**src/hw/rtl/pvr_pkg.sv**
```systemverilog
// ----------------------------------------------------------------------------
// Pressure valve regulator package
// Widths, pressure constants, register indexes and inter-module structs.
// ----------------------------------------------------------------------------
`default_nettype none

package pvr_pkg;

  localparam int unsigned TIME_W = 32;
  localparam int unsigned PSI_W  = 16;
  localparam int unsigned BTN_W  = 6;
  localparam int unsigned CFG_W  = 16;
  localparam int unsigned CFG_IDX_W = 2;

  // History of pressure samples, zero entries count as empty
  localparam int unsigned HISTORY_DEPTH = 8;
  localparam int unsigned HIST_SUM_W = PSI_W + $clog2(HISTORY_DEPTH);
  localparam int unsigned HIST_CNT_W = $clog2(HISTORY_DEPTH + 1);
  localparam int unsigned HIST_MUL_W = PSI_W + HIST_CNT_W;

  // 8.8 psi constants
  localparam logic [PSI_W-1:0] PSI_HALF       = 16'd128;   // 0.5 psi
  localparam logic [PSI_W-1:0] PSI_MAX_TARGET = 16'd12800; // 50 psi
  localparam logic [PSI_W-1:0] PSI_PRESET3    = 16'd4352;  // 17 psi
  localparam logic [PSI_W-1:0] PSI_PRESET4    = 16'd12800; // 50 psi
  localparam logic [PSI_W-1:0] PSI_PRESET5    = 16'd11520; // 45 psi
  localparam logic [PSI_W-1:0] PSI_PRESET6    = 16'd6016;  // 23.5 psi
  localparam logic [PSI_W-1:0] VENT_MIN_DIFF  = 16'd77;    // just above 0.3 psi

  // diff / 1280 = (diff >> 8) / 5, the /5 as multiply by 205 and shift by 10
  localparam int unsigned DIV5_IN_W  = 8;
  localparam int unsigned DIV5_SHIFT = 10;
  localparam logic [DIV5_IN_W-1:0] DIV5_MUL = 8'd205;

  // reset values of the registers
  localparam logic [CFG_W-1:0] STABLE_TOL_RST  = 16'd128;
  localparam logic [CFG_W-1:0] SETTLE_MS_RST   = 16'd1000;
  localparam logic [CFG_W-1:0] MIN_OPEN_MS_RST = 16'd50;

  typedef enum logic [CFG_IDX_W-1:0] {
    CFG_STABLE_TOL  = 2'd0,
    CFG_SETTLE_MS   = 2'd1,
    CFG_MIN_OPEN_MS = 2'd2
  } cfg_idx_e;

  // commands from the control path to the valve unit
  typedef struct packed {
    logic             smart_step;
    logic             manual_step;
    logic             man_fill;
    logic             man_vent;
    logic             open_fill;
    logic             open_vent;
    logic             clr_dur;
    logic [PSI_W-1:0] dur;
  } valve_cmd_t;

  // valve drive after the step
  typedef struct packed {
    logic fill_open;
    logic vent_open;
  } valve_sts_t;

endpackage

`default_nettype wire

```
**src/hw/rtl/pvr_target_ctl.sv**
```systemverilog
// ----------------------------------------------------------------------------
// Target stepping
// Button release detection and target step, preset and clamp.
// ----------------------------------------------------------------------------
`default_nettype none

module pvr_target_ctl (
  input  logic                           clk_i,
  input  logic                           rst_ni,
  input  logic                           step_i,
  input  logic [pvr_pkg::BTN_W-1:0]      buttons_i,
  input  logic [pvr_pkg::PSI_W-1:0]      target_i,
  output logic [pvr_pkg::PSI_W-1:0]      target_o
);

  logic [pvr_pkg::BTN_W-1:0] held_q, held_d;
  logic                      rel0, rel1, poll1;
  logic [pvr_pkg::BTN_W-1:2] rel_hi;
  logic [pvr_pkg::PSI_W:0]   t_step, t_set;

  always_comb begin
    rel0   = ~buttons_i[0] & held_q[0];
    // button 2 is polled only when button 1 gave no release
    poll1  = ~rel0;
    rel1   = poll1 & ~buttons_i[1] & held_q[1];
    rel_hi = ~buttons_i[pvr_pkg::BTN_W-1:2] & held_q[pvr_pkg::BTN_W-1:2];

    held_d = held_q;
    if (step_i) begin
      held_d = {buttons_i[pvr_pkg::BTN_W-1:2], (poll1 ? buttons_i[1] : held_q[1]),
                buttons_i[0]};
    end

    if (rel0) begin
      t_step = (target_i >= pvr_pkg::PSI_HALF) ?
               {1'b0, target_i - pvr_pkg::PSI_HALF} : '0;
    end else if (rel1) begin
      t_step = {1'b0, target_i} + {1'b0, pvr_pkg::PSI_HALF};
    end else begin
      t_step = {1'b0, target_i};
    end

    // the later preset wins
    if (rel_hi[5]) begin
      t_set = {1'b0, pvr_pkg::PSI_PRESET6};
    end else if (rel_hi[4]) begin
      t_set = {1'b0, pvr_pkg::PSI_PRESET5};
    end else if (rel_hi[3]) begin
      t_set = {1'b0, pvr_pkg::PSI_PRESET4};
    end else if (rel_hi[2]) begin
      t_set = {1'b0, pvr_pkg::PSI_PRESET3};
    end else begin
      t_set = t_step;
    end

    target_o = (t_set > {1'b0, pvr_pkg::PSI_MAX_TARGET}) ?
               pvr_pkg::PSI_MAX_TARGET : t_set[pvr_pkg::PSI_W-1:0];
  end

  always_ff @(posedge clk_i or negedge rst_ni) begin
    if (!rst_ni) begin
      held_q <= '0;
    end else begin
      held_q <= held_d;
    end
  end

endmodule

`default_nettype wire

```
**src/hw/rtl/pvr_history.sv**
```systemverilog
// ----------------------------------------------------------------------------
// Pressure history
// Sample shift line with running sum and nonzero count, deviation test.
// ----------------------------------------------------------------------------
`default_nettype none

module pvr_history (
  input  logic                      clk_i,
  input  logic                      rst_ni,
  input  logic                      step_i,
  input  logic [pvr_pkg::PSI_W-1:0] pressure_i,
  input  logic [pvr_pkg::CFG_W-1:0] tolerance_i,
  output logic                      near_avg_o
);

  localparam int unsigned DEPTH = pvr_pkg::HISTORY_DEPTH;
  localparam int unsigned SUM_W = pvr_pkg::HIST_SUM_W;
  localparam int unsigned CNT_W = pvr_pkg::HIST_CNT_W;
  localparam int unsigned MUL_W = pvr_pkg::HIST_MUL_W;

  logic [pvr_pkg::PSI_W-1:0] hist_q [DEPTH];
  logic [SUM_W-1:0]          sum_q, sum_d;
  logic [CNT_W-1:0]          cnt_q, cnt_d, cnt_eff;
  logic [pvr_pkg::PSI_W-1:0] oldest;
  logic [MUL_W-1:0]          sum_ext, scaled_p, dev, tol_scaled;

  always_comb begin
    oldest  = hist_q[DEPTH-1];
    // zero entries add nothing to the sum, so only the count needs the test
    sum_d   = sum_q + SUM_W'(pressure_i) - SUM_W'(oldest);
    cnt_d   = cnt_q + CNT_W'(pressure_i != '0) - CNT_W'(oldest != '0);
    cnt_eff = (cnt_d == '0) ? CNT_W'(1) : cnt_d;

    sum_ext    = MUL_W'(sum_d);
    scaled_p   = MUL_W'(pressure_i) * MUL_W'(cnt_d);
    dev        = (sum_ext > scaled_p) ? sum_ext - scaled_p : scaled_p - sum_ext;
    tol_scaled = MUL_W'(tolerance_i) * MUL_W'(cnt_eff);
    near_avg_o = dev < tol_scaled;
  end

  always_ff @(posedge clk_i or negedge rst_ni) begin
    if (!rst_ni) begin
      for (int i = 0; i < DEPTH; i++) begin
        hist_q[i] <= '0;
      end
      sum_q <= '0;
      cnt_q <= '0;
    end else if (step_i) begin
      for (int i = DEPTH - 1; i > 0; i--) begin
        hist_q[i] <= hist_q[i-1];
      end
      hist_q[0] <= pressure_i;
      sum_q     <= sum_d;
      cnt_q     <= cnt_d;
    end
  end

endmodule

`default_nettype wire

```
**src/hw/rtl/pvr_valve.sv**
```systemverilog
// ----------------------------------------------------------------------------
// Valve unit
// Valve open state, open times, durations, expiry and settle timing.
// ----------------------------------------------------------------------------
`default_nettype none

module pvr_valve (
  input  logic                       clk_i,
  input  logic                       rst_ni,
  input  logic [pvr_pkg::TIME_W-1:0] now_i,
  input  logic [pvr_pkg::CFG_W-1:0]  settle_ms_i,
  input  pvr_pkg::valve_cmd_t        cmd_i,
  output logic                       settled_o,
  output pvr_pkg::valve_sts_t        sts_o
);

  localparam int unsigned TW = pvr_pkg::TIME_W;

  logic                      fill_q, fill_d, vent_q, vent_d;
  logic [TW-1:0]             fill_at_q, fill_at_d, vent_at_q, vent_at_d;
  logic [pvr_pkg::PSI_W-1:0] fill_dur_q, fill_dur_d, vent_dur_q, vent_dur_d;
  logic [TW-1:0]             sref_q, sref_d;
  logic [TW-1:0]             fill_el, vent_el, fill_el2, vent_el2;
  logic                      both_closed, fill1, vent1;

  always_comb begin
    fill_el     = now_i - fill_at_q;
    vent_el     = now_i - vent_at_q;
    both_closed = !fill_q && !vent_q;
    settled_o   = both_closed && ((now_i - sref_q) > TW'(settle_ms_i));

    // first expiry pass on the state held before this word
    fill1 = fill_q && !(fill_el > TW'(fill_dur_q));
    vent1 = vent_q && !(vent_el > TW'(vent_dur_q));

    fill_d     = fill_q;
    vent_d     = vent_q;
    fill_at_d  = fill_at_q;
    vent_at_d  = vent_at_q;
    fill_dur_d = fill_dur_q;
    vent_dur_d = vent_dur_q;
    sref_d     = sref_q;
    fill_el2   = fill_el;
    vent_el2   = vent_el;

    if (cmd_i.manual_step) begin
      fill_d = cmd_i.man_fill;
      vent_d = cmd_i.man_vent;
      if (cmd_i.man_fill) begin
        fill_at_d = now_i;
      end
      if (cmd_i.man_vent) begin
        vent_at_d = now_i;
      end
    end else if (cmd_i.smart_step) begin
      if (!both_closed) begin
        sref_d = now_i;
      end
      if (cmd_i.clr_dur) begin
        fill_dur_d = '0;
        vent_dur_d = '0;
      end
      if (cmd_i.open_fill) begin
        fill_dur_d = cmd_i.dur;
        fill_at_d  = now_i;
        fill_el2   = '0;
      end
      if (cmd_i.open_vent) begin
        vent_dur_d = cmd_i.dur;
        vent_at_d  = now_i;
        vent_el2   = '0;
      end
      // second expiry pass on the updated times and durations
      fill_d = (fill1 || cmd_i.open_fill) && !(fill_el2 > TW'(fill_dur_d));
      vent_d = (vent1 || cmd_i.open_vent) && !(vent_el2 > TW'(vent_dur_d));
    end

    sts_o.fill_open = fill_d;
    sts_o.vent_open = vent_d;
  end

  always_ff @(posedge clk_i or negedge rst_ni) begin
    if (!rst_ni) begin
      fill_q     <= 1'b0;
      vent_q     <= 1'b0;
      fill_at_q  <= '0;
      vent_at_q  <= '0;
      fill_dur_q <= '0;
      vent_dur_q <= '0;
      sref_q     <= '0;
    end else begin
      fill_q     <= fill_d;
      vent_q     <= vent_d;
      fill_at_q  <= fill_at_d;
      vent_at_q  <= vent_at_d;
      fill_dur_q <= fill_dur_d;
      vent_dur_q <= vent_dur_d;
      sref_q     <= sref_d;
    end
  end

endmodule

`default_nettype wire

```
**src/hw/rtl/pressure_valve_regulator.sv**
```systemverilog
// ----------------------------------------------------------------------------
// Pressure valve regulator
// Per-sample control call: target handling, stability test, valve timing.
// ----------------------------------------------------------------------------
//  Channel    Dir  Handshake              Payload
//  s_axis     in   tvalid/tready          now_ms, pressure, buttons; tuser manual
//  m_axis     out  tvalid/tready          fill_valve, vent_valve, target_psi, stable
//  cfg        in   cfg_we_i (no stall)    cfg_idx_i, cfg_wdata_i
//
//  One word per cycle sustained while the result side is not stalled. A word
//  sits in the input register after acceptance and moves into the result
//  register when it fires; all state updates happen as it fires.
//  Reset clears the control state and configuration registers to their
//  defaults at once; the payload and result data registers have no reset.
//  A stalled result holds the input register; the input takes a new word
//  whenever the result register frees up in the same cycle.
// ----------------------------------------------------------------------------
`default_nettype none

module pressure_valve_regulator (
  input  logic                          clk_i,
  input  logic                          rst_ni,
  // [31:0] now_ms, [47:32] pressure, [53:48] buttons, [55:54] zero
  input  logic                          s_axis_tvalid_i,
  output logic                          s_axis_tready_o,
  input  logic [55:0]                   s_axis_tdata_i,
  // [0] manual
  input  logic                          s_axis_tuser_i,
  // [0] fill_valve, [1] vent_valve, [17:2] target_psi, [18] stable, [23:19] zero
  output logic                          m_axis_tvalid_o,
  input  logic                          m_axis_tready_i,
  output logic [23:0]                   m_axis_tdata_o,
  input  logic                          cfg_we_i,
  input  logic [pvr_pkg::CFG_IDX_W-1:0] cfg_idx_i,
  input  logic [pvr_pkg::CFG_W-1:0]     cfg_wdata_i
);

  localparam int unsigned PW = pvr_pkg::PSI_W;

  // configuration
  logic [pvr_pkg::CFG_W-1:0] tol_q, settle_q, min_open_q;

  // input register
  logic                         in_valid_q;
  logic [pvr_pkg::TIME_W-1:0]   now_q;
  logic [PW-1:0]                p_q;
  logic [pvr_pkg::BTN_W-1:0]    btn_q;
  logic                         man_q;

  // control state
  logic [PW-1:0] target_q, target_d;
  logic          mmark_q, mmark_d;

  // result register
  logic          out_valid_q;
  logic          res_fill_q, res_vent_q, res_stable_q;
  logic [PW-1:0] res_target_q;

  logic                      fire, smart_fire, settled, near_avg, stable, leave;
  logic [PW-1:0]             tgt_step, diff;
  logic                      gt;
  logic [2*pvr_pkg::DIV5_IN_W-1:0] div_prod;
  logic [PW-1:0]             ms_raw, open_ms;
  logic [PW:0]               rounded;
  logic [PW-1:0]             rounded_sat;
  pvr_pkg::valve_cmd_t       cmd;
  pvr_pkg::valve_sts_t       sts;

  assign fire            = in_valid_q && (!out_valid_q || m_axis_tready_i);
  assign smart_fire      = fire && !man_q;
  assign s_axis_tready_o = !in_valid_q || fire;

  pvr_target_ctl u_target (
    .clk_i     (clk_i),
    .rst_ni    (rst_ni),
    .step_i    (smart_fire),
    .buttons_i (btn_q),
    .target_i  (target_q),
    .target_o  (tgt_step)
  );

  pvr_history u_history (
    .clk_i       (clk_i),
    .rst_ni      (rst_ni),
    .step_i      (smart_fire),
    .pressure_i  (p_q),
    .tolerance_i (tol_q),
    .near_avg_o  (near_avg)
  );

  pvr_valve u_valve (
    .clk_i       (clk_i),
    .rst_ni      (rst_ni),
    .now_i       (now_q),
    .settle_ms_i (settle_q),
    .cmd_i       (cmd),
    .settled_o   (settled),
    .sts_o       (sts)
  );

  always_comb begin
    stable = !man_q && settled && near_avg;
    leave  = stable && mmark_q;

    gt   = tgt_step > p_q;
    diff = gt ? tgt_step - p_q : p_q - tgt_step;

    // open time in ms: diff / 1280, at least min_open
    div_prod = (2*pvr_pkg::DIV5_IN_W)'(diff[PW-1:PW-pvr_pkg::DIV5_IN_W]) *
               (2*pvr_pkg::DIV5_IN_W)'(pvr_pkg::DIV5_MUL);
    ms_raw   = PW'(div_prod[2*pvr_pkg::DIV5_IN_W-1:pvr_pkg::DIV5_SHIFT]);
    open_ms  = (ms_raw < min_open_q) ? min_open_q : ms_raw;

    // round half up to whole psi, saturate
    rounded     = ({1'b0, p_q} + {1'b0, pvr_pkg::PSI_HALF}) & ~(PW+1)'(8'hFF);
    rounded_sat = rounded[PW] ? '1 : rounded[PW-1:0];

    cmd.smart_step  = smart_fire;
    cmd.manual_step = fire && man_q;
    cmd.man_fill    = btn_q[1];
    cmd.man_vent    = btn_q[0];
    cmd.open_fill   = stable && !mmark_q && gt;
    cmd.open_vent   = stable && !mmark_q && !gt && (diff >= pvr_pkg::VENT_MIN_DIFF);
    cmd.clr_dur     = leave;
    cmd.dur         = open_ms;

    target_d = target_q;
    mmark_d  = mmark_q;
    if (fire) begin
      if (man_q) begin
        target_d = p_q;
        mmark_d  = 1'b1;
      end else if (leave) begin
        target_d = rounded_sat;
        mmark_d  = 1'b0;
      end else begin
        target_d = tgt_step;
      end
    end
  end

  // configuration writes
  always_ff @(posedge clk_i or negedge rst_ni) begin
    if (!rst_ni) begin
      tol_q      <= pvr_pkg::STABLE_TOL_RST;
      settle_q   <= pvr_pkg::SETTLE_MS_RST;
      min_open_q <= pvr_pkg::MIN_OPEN_MS_RST;
    end else if (cfg_we_i) begin
      unique case (cfg_idx_i)
        pvr_pkg::CFG_STABLE_TOL:  tol_q      <= cfg_wdata_i;
        pvr_pkg::CFG_SETTLE_MS:   settle_q   <= cfg_wdata_i;
        pvr_pkg::CFG_MIN_OPEN_MS: min_open_q <= cfg_wdata_i;
        default: ;
      endcase
    end
  end

  // control registers
  always_ff @(posedge clk_i or negedge rst_ni) begin
    if (!rst_ni) begin
      in_valid_q  <= 1'b0;
      out_valid_q <= 1'b0;
      target_q    <= '0;
      mmark_q     <= 1'b0;
    end else begin
      if (s_axis_tready_o) begin
        in_valid_q <= s_axis_tvalid_i;
      end
      if (fire) begin
        out_valid_q <= 1'b1;
      end else if (m_axis_tready_i) begin
        out_valid_q <= 1'b0;
      end
      target_q <= target_d;
      mmark_q  <= mmark_d;
    end
  end

  // payload registers
  always_ff @(posedge clk_i) begin
    if (s_axis_tready_o && s_axis_tvalid_i) begin
      now_q <= s_axis_tdata_i[31:0];
      p_q   <= s_axis_tdata_i[47:32];
      btn_q <= s_axis_tdata_i[53:48];
      man_q <= s_axis_tuser_i;
    end
    if (fire) begin
      res_fill_q   <= sts.fill_open;
      res_vent_q   <= sts.vent_open;
      res_target_q <= target_d;
      res_stable_q <= stable;
    end
  end

  assign m_axis_tvalid_o = out_valid_q;
  assign m_axis_tdata_o  = {5'b0, res_stable_q, res_target_q, res_vent_q, res_fill_q};

endmodule

`default_nettype wire

```
**config.mk**
```make
export PLATFORM = sky130hd
export DESIGN_NAME = pressure_valve_regulator
export DESIGN_NICKNAME = d
export VERILOG_FILES = /design/src/hw/rtl/pvr_pkg.sv /design/src/hw/rtl/pvr_target_ctl.sv /design/src/hw/rtl/pvr_history.sv /design/src/hw/rtl/pvr_valve.sv /design/src/hw/rtl/pressure_valve_regulator.sv
export SDC_FILE = /design/constraint.sdc
export NUM_CORES = 1
export LEC_CHECK = 0
export ABC_AREA = 1
export BUFFER_PORTS_ARGS = -buffer_cell sky130_fd_sc_hd__buf_2
export CAP_MARGIN = 20
export CORE_MARGIN = 1
export CORE_UTILIZATION = 40
export DETAILED_ROUTE_END_ITERATION = 10
export GPL_TIMING_DRIVEN = 1
export PLACE_DENSITY_LB_ADDON = 0.2
export SLEW_MARGIN = 20
export SYNTH_ARGS = -nofsm -noshare
export SYNTH_HDL_FRONTEND = slang
export SYNTH_SLANG_ARGS = --single-unit
```
**constraint.sdc**
```tcl
create_clock -name clk_i -period 13.15 [get_ports clk_i]
set_input_delay 3.2875 -clock clk_i [delete_from_list [all_inputs] [get_ports clk_i]]
set_output_delay 3.2875 -clock clk_i [all_outputs]
set_load 0.02 [all_outputs]
```
Word level (Yosys, flattened, before mapping)
Index checks and enable logic that the tools add are counted.
{ "word_totals": {"regBits": 428, "inputBits": 80, "out_inout_bits": 26, "wordCells": 173} }
{ "classes": {"add_sub_neg": 14, "multipliers": 3, "order_cmp": 12, "eq_ne": 4, "muxes": 46, "bitwise_logic": 10, "n_reduce_logical": 50} }
{ "ops": {"columns": ["operator", "count"], "rows": [
  ["two-way mux 32 bit", 14],
  ["two-way mux 16 bit", 16],
  ["greater-than comparator 32 x 16 -> 1 bit", 5],
  ["two-way mux 17 bit", 6],
  ["subtractor 32 bit", 3],
  ["multiplier 16 x 4 -> 20 bit", 2],
  ["adder 16 x 8 -> 17 bit, second input constant", 2],
  ["nonzero test 16 bit", 2],
  ["subtractor 16 bit", 2],
  ["greater-than comparator 19 x 20 -> 1 bit", 1],
  ["less-than comparator 20 bit", 1],
  ["two-way mux 20 bit", 1],
  ["subtractor 19 x 20 -> 20 bit", 1],
  ["subtractor 20 x 19 -> 20 bit", 1],
  ["adder 19 x 16 -> 19 bit", 1],
  ["subtractor 19 x 16 -> 19 bit", 1],
  ["greater-than comparator 17 x 14 -> 1 bit, second input constant", 1],
  ["logical AND 1 bit", 17],
  ["greater-or-equal comparator 16 x 7 -> 1 bit, second input constant", 1],
  ["greater-or-equal comparator 16 x 8 -> 1 bit, second input constant", 1],
  ["greater-than comparator 16 bit", 1],
  ["less-than comparator 6 x 16 -> 1 bit", 1],
  ["multiplier 8 x 8 -> 16 bit, second input constant", 1],
  ["subtractor 16 x 8 -> 16 bit, second input constant", 1],
  ["18 further kinds", 56]
]} }

Logic depth before layout (Yosys ltp)
Gate-level depths: netlist of run 1.
{ "depth": {"depth_word": 26, "mapped_depth": 72, "ltp_nobuf": 69} }

Cells and area by module
From an unflattened synthesis of run 1, not the netlist that was laid out.
{ "hier_totals": {"cells_unflattened": 5522, "hier_area_um2": 38331.8} }
{ "by_module_without_submodules": {"columns": ["module", "instances", "cells_each", "area_per_inst_um2", "seq_area_each_um2"], "rows": [
  ["pvr_valve", 1, 2379, 14508.9, 3253.1],
  ["pvr_history", 1, 2002, 14161.1, 3778.6],
  ["pressure_valve_regulator", 1, 892, 8344.3, 3911.3],
  ["pvr_target_ctl", 1, 249, 1317.5, 150.1]
]} }

Worst setup path after synthesis of run 1
Ideal clock, no wire load.
{ "synth_path": {"path_type": "register to register", "startpoint": "register u_history.hist_q (netlist bit u_history.oldest[8])", "endpoint": "register res_fill_q, data pin", "setup_ns": 0.158, "t_arrival_ns": 9.458, "t_required_ns": 12.992, "setup_slack_ns": 3.534, "path_stages_with_launch": 61, "path_buffers": 4, "synth_period_minus_slack_ns": 9.616, "path_cell_list": "dfrtp_1 > nor4_1 > nand4_1 > ha_1 > inv_1 > ha_1 > fa_1 > or2_2 > nand2_1 > inv_1 > clkbuf_1 > nand2_1 > fa_1 > fa_1 > inv_1 > ha_1 > nand3_1 > nand3_1 > [... 25 more ...] > nand3b_1 > a21oi_1 > nand2_1 > inv_2 > nand3_1 > clkbuf_1 > nand2_1 > nand2_1 > ha_1 > a21oi_1 > nor2_1 > a211oi_1 > o221ai_1 > nand2_1 > o2111ai_1 > a21oi_1 > nand2_1 > a21oi_1"} }
{ "synth_via": {"elab_chain_cells": 17, "word_cells_on_any_way": 29, "classes_between": "add/sub (4); mul (2); order compare (3); mux (11); reduce/logical (9)"} }
{ "synth_lines": {"columns": ["item", "line_no", "text"], "rows": [
  ["from (decl)", "pvr_history.sv:21", "logic [pvr_pkg::PSI_W-1:0] hist_q [DEPTH];"],
  ["from (signal, indexed assignment)", "pvr_history.sv:50", "hist_q[i] <= hist_q[i-1];"],
  ["nonzero test 16 bit", "pvr_history.sv:31", "cnt_d = cnt_q + CNT_W'(pressure_i != '0) - CNT_W'(oldest != '0);"],
  ["subtractor 4 x 1 -> 4 bit", "pvr_history.sv:31", null],
  ["multiplier 16 x 4 -> 20 bit / logical NOT 4 bit (equally long branches)", "pvr_history.sv:35, pvr_history.sv:32", null],
  ["subtractor 20 x 19 -> 20 bit, or another cell as far along", "pvr_history.sv:36", "dev = (sum_ext > scaled_p) ? sum_ext - scaled_p : scaled_p - sum_ext;"],
  ["two-way mux 20 bit / multiplier 16 x 4 -> 20 bit (equally long branches)", "pvr_history.sv:36, pvr_history.sv:37", null],
  ["less-than comparator 20 bit *", "pvr_history.sv:38", "near_avg_o = dev < tol_scaled;"],
  ["logical AND 1 bit *", "pressure_valve_regulator.sv:102", "stable = !man_q && settled && near_avg;"],
  ["via stable", "pressure_valve_regulator.sv:59", "logic fire, smart_fire, settled, near_avg, stable, leave;"],
  ["[... 3 more ...]", null, null],
  ["two-way mux 16 bit / two-way mux 32 bit (equally long branches)", "pvr_valve.sv:55", "end else if (cmd_i.smart_step) begin"],
  ["two-way mux 16 bit / two-way mux 32 bit (equally long branches)", "pvr_valve.sv:46", "if (cmd_i.manual_step) begin"],
  ["greater-than comparator 32 x 16 -> 1 bit", "pvr_valve.sv:74", "fill_d = (fill1 || cmd_i.open_fill) && !(fill_el2 > TW'(fill_dur_d));"],
  ["logical NOT 1 bit", "pvr_valve.sv:74", null],
  ["logical AND 1 bit *", "pvr_valve.sv:74", null],
  ["two-way mux 1 bit *", "pvr_valve.sv:55", null],
  ["two-way mux 1 bit *", "pvr_valve.sv:46", null],
  ["via u_valve.fill_d", "pvr_valve.sv:19", "logic fill_q, fill_d, vent_q, vent_d;"],
  ["to (signal assigned)", "pressure_valve_regulator.sv:188", "res_fill_q <= sts.fill_open;"],
  ["to (decl)", "pressure_valve_regulator.sv:56", "logic res_fill_q, res_vent_q, res_stable_q;"]
]} }
Mark *: on every way through the listed nets, which the timed path passes. The rest lies on a longest branch. The select of a mux whose other input is x is not followed.
A chain may end at the register's enable or synchronous reset.

Final worst setup path of run 1
{ "layout_path": {"startpoint": "register target_q[9]", "endpoint": "register res_fill_q, data pin"} }
{ "layout_via": {"elab_chain_cells": 22, "word_cells_on_any_way": 32, "classes_between": "add/sub (4); mul (1); order compare (5); mux (18); reduce/logical (4)"} }
{ "layout_lines": {"columns": ["item", "line_no", "text"], "rows": [
  ["from (decl)", "pressure_valve_regulator.sv:51", "logic [PW-1:0] target_q, target_d;"],
  ["from (signal assigned)", "pressure_valve_regulator.sv:174", "target_q <= target_d;"],
  ["adder 16 x 8 -> 17 bit, or another cell as far along", "pvr_target_ctl.sv:38", "t_step = {1'b0, target_i} + {1'b0, pvr_pkg::PSI_HALF};"],
  ["two-way mux 17 bit / two-way mux 16 bit (equally long branches)", "pvr_target_ctl.sv:37, pvr_target_ctl.sv:35", null],
  ["two-way mux 17 bit *", "pvr_target_ctl.sv:34", "if (rel0) begin"],
  ["two-way mux 17 bit *", "pvr_target_ctl.sv:50", "end else if (rel_hi[2]) begin"],
  ["two-way mux 17 bit *", "pvr_target_ctl.sv:48", "end else if (rel_hi[3]) begin"],
  ["two-way mux 17 bit *", "pvr_target_ctl.sv:46", "end else if (rel_hi[4]) begin"],
  ["two-way mux 17 bit *", "pvr_target_ctl.sv:44", "if (rel_hi[5]) begin"],
  ["greater-than comparator 17 x 14 -> 1 bit", "pvr_target_ctl.sv:56", "target_o = (t_set > {1'b0, pvr_pkg::PSI_MAX_TARGET}) ?"],
  ["[... 7 more ...]", null, null],
  ["two-way mux 16 bit", "pvr_valve.sv:55", null],
  ["two-way mux 16 bit", "pvr_valve.sv:46", null],
  ["greater-than comparator 32 x 16 -> 1 bit", "pvr_valve.sv:74", null],
  ["logical NOT 1 bit", "pvr_valve.sv:74", null],
  ["logical AND 1 bit *", "pvr_valve.sv:74", null],
  ["two-way mux 1 bit *", "pvr_valve.sv:55", null],
  ["two-way mux 1 bit *", "pvr_valve.sv:46", null],
  ["via u_valve.fill_d", "pvr_valve.sv:19", null]
]} }
Marks and branches as above.

==> results of run 1 <==
## registers in the layout, summed over array words and instances, names as in the netlist, 19 cells and up
signal / count
now_q: 32
u_valve.vent_at_q: 32
u_history.hist_q: 112
u_history.sum_q: 19
u_valve.sref_q: 32
u_valve.fill_at_q: 32
## through the flow
stage	area (um^2)	util [%]	hold WS [ns]	std cells	setup slack [ns]
6_report	38500	44.3	0.478	5881	1.22
5_1_grt	38500	44.3	0.495	5881	0.139
4_1_cts	38500	44.3	0.482	5881	1.27
3_5_place_dp	36700	42.3	0.467	5787	1.32
3_3_place_gp	36700	42.3	0.461	5787	1.29
2_1_floorplan	35000	-	0.447	4630	3.53
## cell families after synthesis
logic type | after synthesis | synth area share [%]
DFF | 428 | 31.7
adders and majority gates | 480 | 19.1
muxes | 2 | 0.0607
buffers and inverters | 949 | 10.5
and+or+nand+nor | 1652 | 19.4
xor gates and xnor gates | 185 | 4.63
other | 2 | 0.0214
AOI/OAI and AO/OA | 926 | 14.6
## worst max-delay path: cells and delay by family, from the launching register on
kind                     cells  cell delay (ns)
AO/OA/AOI/OAI               14             3.10
XOR/XNOR                     2             0.62
adder cells (fa/ha/maj)      9             3.06
buffers and inverters        5             0.41
flip-flops                   1             0.41
AND/OR/NAND/NOR             31             4.11
## per-layer routing
metal  vias to the layer above  track usage [%]  routed length (um)
met4                         0             4.16                1560
met1                     13700             32.5               48800
li1                      15000                -                   -
met5                         -                0                   0
met3                        93             1.98                3770
met2                       513             32.6               40100
## layout by cell type (no fill, tap or decap), types with 30 or more instances in the layout
cell       Yosys  layout
buf_4         14      37
a21oi_1      340     340
dfrtp_1      344     344
nor2_1       250     249
nand3_1      149     147
nand4_1       37      37
o21ai_0      378     378
inv_1        804     802
nor4_1        30      30
xnor2_1       42      42
clkbuf_16      0      52
o21ai_1       39      38
fa_1          90      90
ha_1         390     390
buf_2         19      97
xor2_1       143     143
nand2_1     1104    1104
edfxtp_1      74      74
## how the worst max path moves through the flow
stage,start,to,slack (ns),cells after the start
finish,target_q[9],res_fill_q,1.22,61
global route,u_history.oldest[0],res_fill_q,0.14,55
CTS,target_q[9],res_fill_q,1.27,61
detailed placement,target_q[9],res_fill_q,1.32,61
global placement,target_q[9],res_fill_q,1.29,63
floorplan,u_history.oldest[8],res_fill_q,3.53,60
## final cells by class
| class | instances | area (um^2) | area share [%] |
|---|---|---|---|
| Multi-Input combinational cell | 3253 | 20300 | 52.7 |
| Sequential cell | 428 | 11100 | 28.8 |
| Inverter | 815 | 3060 | 7.97 |
| Tap cell | 1155 | 1450 | 3.76 |
| Clock buffer | 65 | 1370 | 3.56 |
| Timing Repair Buffer | 136 | 798 | 2.08 |
| Clock inverter | 29 | 407 | 1.06 |
==> flow_summary.ini, run 1 <==
[timing]
timing.fmax_mhz = 83.8
fin_tns_setup_ns = 0
final_max_slew_viol_count = 0
finalHoldViolations = 0
setup_viol = 0
min_period_over_period_pct = 90.7
rsz0062_at_grt = false
clock_skew_ns = 0.0253
maxSlewHeadroom_pct = 25.2
tightestPinTransition_ns = 1.11
min_period_ns = 11.93

[drt]
drtIter0Drc = 1894
drcViolationCount = 0
finalWirelength_um = 94300
viasPerCell = 4.99
postRouteAntennaNets = 0
dr.pass1.iters = 5
wire_per_inst_um = 16.0
via_count = 29400

[synth]
yosysWarnings = 0
syn_area_um2 = 35000
synth_cells = 4624
yosys-top-cells-count = 1,104 x nand2_1, 804 x inv_1, 390 x ha_1
synth_seq_cells = 428
yosys-top-cells-area = dfrtp_1 25%, ha_1 14%, nand2_1 12%
synth_cell_types = 66
ys.flop_type = dfrtp_1
yosys.area.top_type_share_pct = 24.6
synth.most_common_cell = nand2_1
synth_edf_count = 74
synth_area_leader_cell = dfrtp_1
postSynthAreaPerCell_um2 = 7.57
synth_async_sr_flop_share_pct = 82.7
ys_seq_area_share_pct = 31.7

[global_route]
grt_overflow = 0
track_usage_pct = 21.3
grt_pass1_vias = 27900
grt_max_degree = 109
grt_pass1_wl_um = 152000
grt_antenna_before_repair = 1

[clocking]
cts-root-buf = clkbuf_16
cts_made_buffers = 50
clock_sinks = 428
cts.repair.resized = 0
clk_pin_slew_ns = 0.06
cts_tree = yes
cts_max_path_buffers = 3
worstSkewPairLatency_ns = 0.62
cts_hold_buf = 0
htree_num_levels = 2
post-cts-setup-buffers = 0

[floorplanning]
num_rows = 108
dieArea_um2 = 88700
core_um2 = 86800
num_io_pins = 106
start_util_pct = 40.4
die_x_um = 298
die_h_um = 298

[min_path]
min_delay_path_depth = 2
hp-start = u_history.hist_q[78]
min_to = u_history.hist_q[62]
min_path_type = register to register

[outcome]
status = completed

[critical_path]
r2r_end = res_fill_q
crit_path_start_kind = register
worstPathMaxFanout = 13
ff2ff_setup_slack_ns = 1.22
crit_type = register to register
critical_path_arrival_ns = 12.38
crit_required_ns = 13.60
critPathMaxStageDelay_ns = 0.62
r2r_cells = 61
crit_top_cell = nand2_1
r2r_start = target_q[9]
end_kind = register
cpMaxStageDelayCell = a21oi_2

[placement]
gp_congestion = 0.900
io_buffers = 98
dp_hpwl_um = 73800

[layout]
area_growth_pct = 9.84
final_nets = 5244
fillerInstances = 8928
drive_gt1_share_pct = 6.47
n_antenna_cell = 0

[job]
cap_viol_max_count = 0
Power of run 1 is not shown: default switching activity piles up to over one toggle a cycle in this logic, so the estimate is an artifact.
==> run 2: changes to the inputs <==
--- a/config.mk
+++ b/config.mk
@@ -8,3 +8,2 @@
 export ABC_AREA = 1
-export BUFFER_PORTS_ARGS = -buffer_cell sky130_fd_sc_hd__buf_2
 export CAP_MARGIN = 20
@@ -13,2 +12,3 @@
 export DETAILED_ROUTE_END_ITERATION = 10
+export DONT_BUFFER_PORTS = 1
 export GPL_TIMING_DRIVEN = 1
==> constraint.sdc (replaced) <==
create_clock -name clk_i -period 13.15 [get_ports clk_i]
set_input_delay 2.63 -clock clk_i [delete_from_list [all_inputs] [get_ports clk_i]]
set_output_delay 2.63 -clock clk_i [all_outputs]
set_load 0.02 [all_outputs]
==> run 2 against run 1 <==
  * Cell count decreased by 1.8%
  * Critical path depth shrank 4
  * Register-to-register slack lost 0.05 ns
  * Count of clock-buffer cells in the layout decreased by 1
  * Non-clock buffer count fell by 105
  * Final area decreased by 1.7%
  * Via count decreased by 1.7%
  * Worst hold slack better by 0.0011 ns
  * Die area did not move
  * Global-route usage down 0.11 points
  * Critical path type unchanged
==> flow_summary.ini, run 2 (synthesized netlist as in run 1, its figures left out) <==
[floorplanning]
start_util_pct = 40.4
num_io_pins = 106
dieArea_um2 = 88700
num_rows = 108
die_h_um = 298
core_um2 = 86800
die_x_um = 298

[timing]
min_period_over_period_pct = 91.1
clock_skew_ns = 0.0222
final_max_slew_viol_count = 0
rsz0062_at_grt = false
timing.fmax_mhz = 83.5
maxSlewHeadroom_pct = 31.8
fin_tns_setup_ns = 0
setup_viol = 0
finalHoldViolations = 0
tightestPinTransition_ns = 1.01
min_period_ns = 11.98

[drt]
wire_per_inst_um = 16.2
drtIter0Drc = 1902
viasPerCell = 5.00
via_count = 28900
drcViolationCount = 0
dr.pass1.iters = 5
finalWirelength_um = 93500
postRouteAntennaNets = 0

[clocking]
cts.repair.resized = 0
post-cts-setup-buffers = 0
cts_hold_buf = 0
cts-root-buf = clkbuf_16
cts_made_buffers = 50
worstSkewPairLatency_ns = 0.63
htree_num_levels = 2
clk_pin_slew_ns = 0.06
cts_max_path_buffers = 3
clock_sinks = 428
cts_tree = yes

[critical_path]
crit_path_start_kind = register
ff2ff_setup_slack_ns = 1.17
crit_required_ns = 13.61
cpMaxStageDelayCell = a21oi_2
critPathMaxStageDelay_ns = 0.62
end_kind = register
worstPathMaxFanout = 13
critical_path_arrival_ns = 12.43
crit_type = register to register
crit_top_cell = nand2_1

[job]
cap_viol_max_count = 0

[global_route]
grt_overflow = 0
grt_pass1_vias = 27500
grt_antenna_before_repair = 3
grt_pass1_wl_um = 151000
track_usage_pct = 21.2
grt_max_degree = 355

[layout]
final_common_cell = nand2_1
area_growth_pct = 7.98
fillerInstances = 8928
largest_reg_flops = 112
top_register = u_history.hist_q
most-common-layout-cells = 1,104 x nand2_1, 802 x inv_1, 390 x ha_1
drive_gt1_share_pct = 4.41
final_nets = 5139
fin_cells = 5777
design_area_um2 = 37800

[placement]
io_buffers = 0
dp_cells = 5682
dp_hpwl_um = 72000
place_area_um2 = 36100
gp_congestion = 0.920

[outcome]
status = completed

[min_path]
min_path_type = register to register
run 2: changes by cell type in the layout (fill, tap and decap cells not counted), moves of 4 or more:
cell and change:
buf_4 -8, inv_6 -4, clkinv_2 +8, bufinv_16 -5, buf_2 -97
run 2: path summary, 6_finish.rpt:
kind,start,to,cells past startpoint
worst min-delay path,u_valve.fill_dur_q[8],u_valve.fill_dur_q[8],2
worst max-delay path,target_q[9],res_fill_q,57
min in group asynchronous,rst_ni,settle_q[11],0
worst min register to register,u_valve.fill_dur_q[8],u_valve.fill_dur_q[8],2
max in group asynchronous,rst_ni,u_history.hist_q[87],0
worst max register to register,target_q[9],res_fill_q,57
run 2: final cells by class:
type	count	area (um^2)	share of cell area, %
diodes	1	2.50	0.00662
clock buffers	64	1340	3.55
clock inverters	30	313	0.827
inverters	815	3060	8.10
multi-input cells	3253	20300	53.7
flip-flops and latches	428	11100	29.3
well taps	1155	1450	3.82
repair buffers	31	258	0.682
run 2: stage by stage:
step | hold WS, ns | utilization [%] | setup WS, ns
after floorplan | 0.447 | - | 3.53
after CTS | 0.479 | 43.6 | 1.12
after global routing | 0.492 | 43.6 | 0.0600
final | 0.479 | 43.6 | 1.17
after detailed placement | 0.464 | 41.7 | 1.18
after global placement | 0.462 | 41.7 | 1.21
run 2: critical path: cells and delay by family, from the launching register on:
kind / cells / cell delay (ns)
buf+inv: 6 / 0.64
xor+xnor: 2 / 0.55
compound gates: 16 / 3.66
fa+ha+maj: 8 / 2.80
flops: 1 / 0.43
simple gates: 25 / 3.72
run 2: metal layers:
metal / wire length, um / GRT usage (%) / vias to the layer above
li1: - / - / 14800
met1: 47600 / 32.0 / 13500
met2: 39600 / 32.1 / 524
met3: 4700 / 2.82 / 87
met4: 1550 / 4.26 / 4
met5: 14 / 0 / -
Power of run 2 is left out for the same reason.
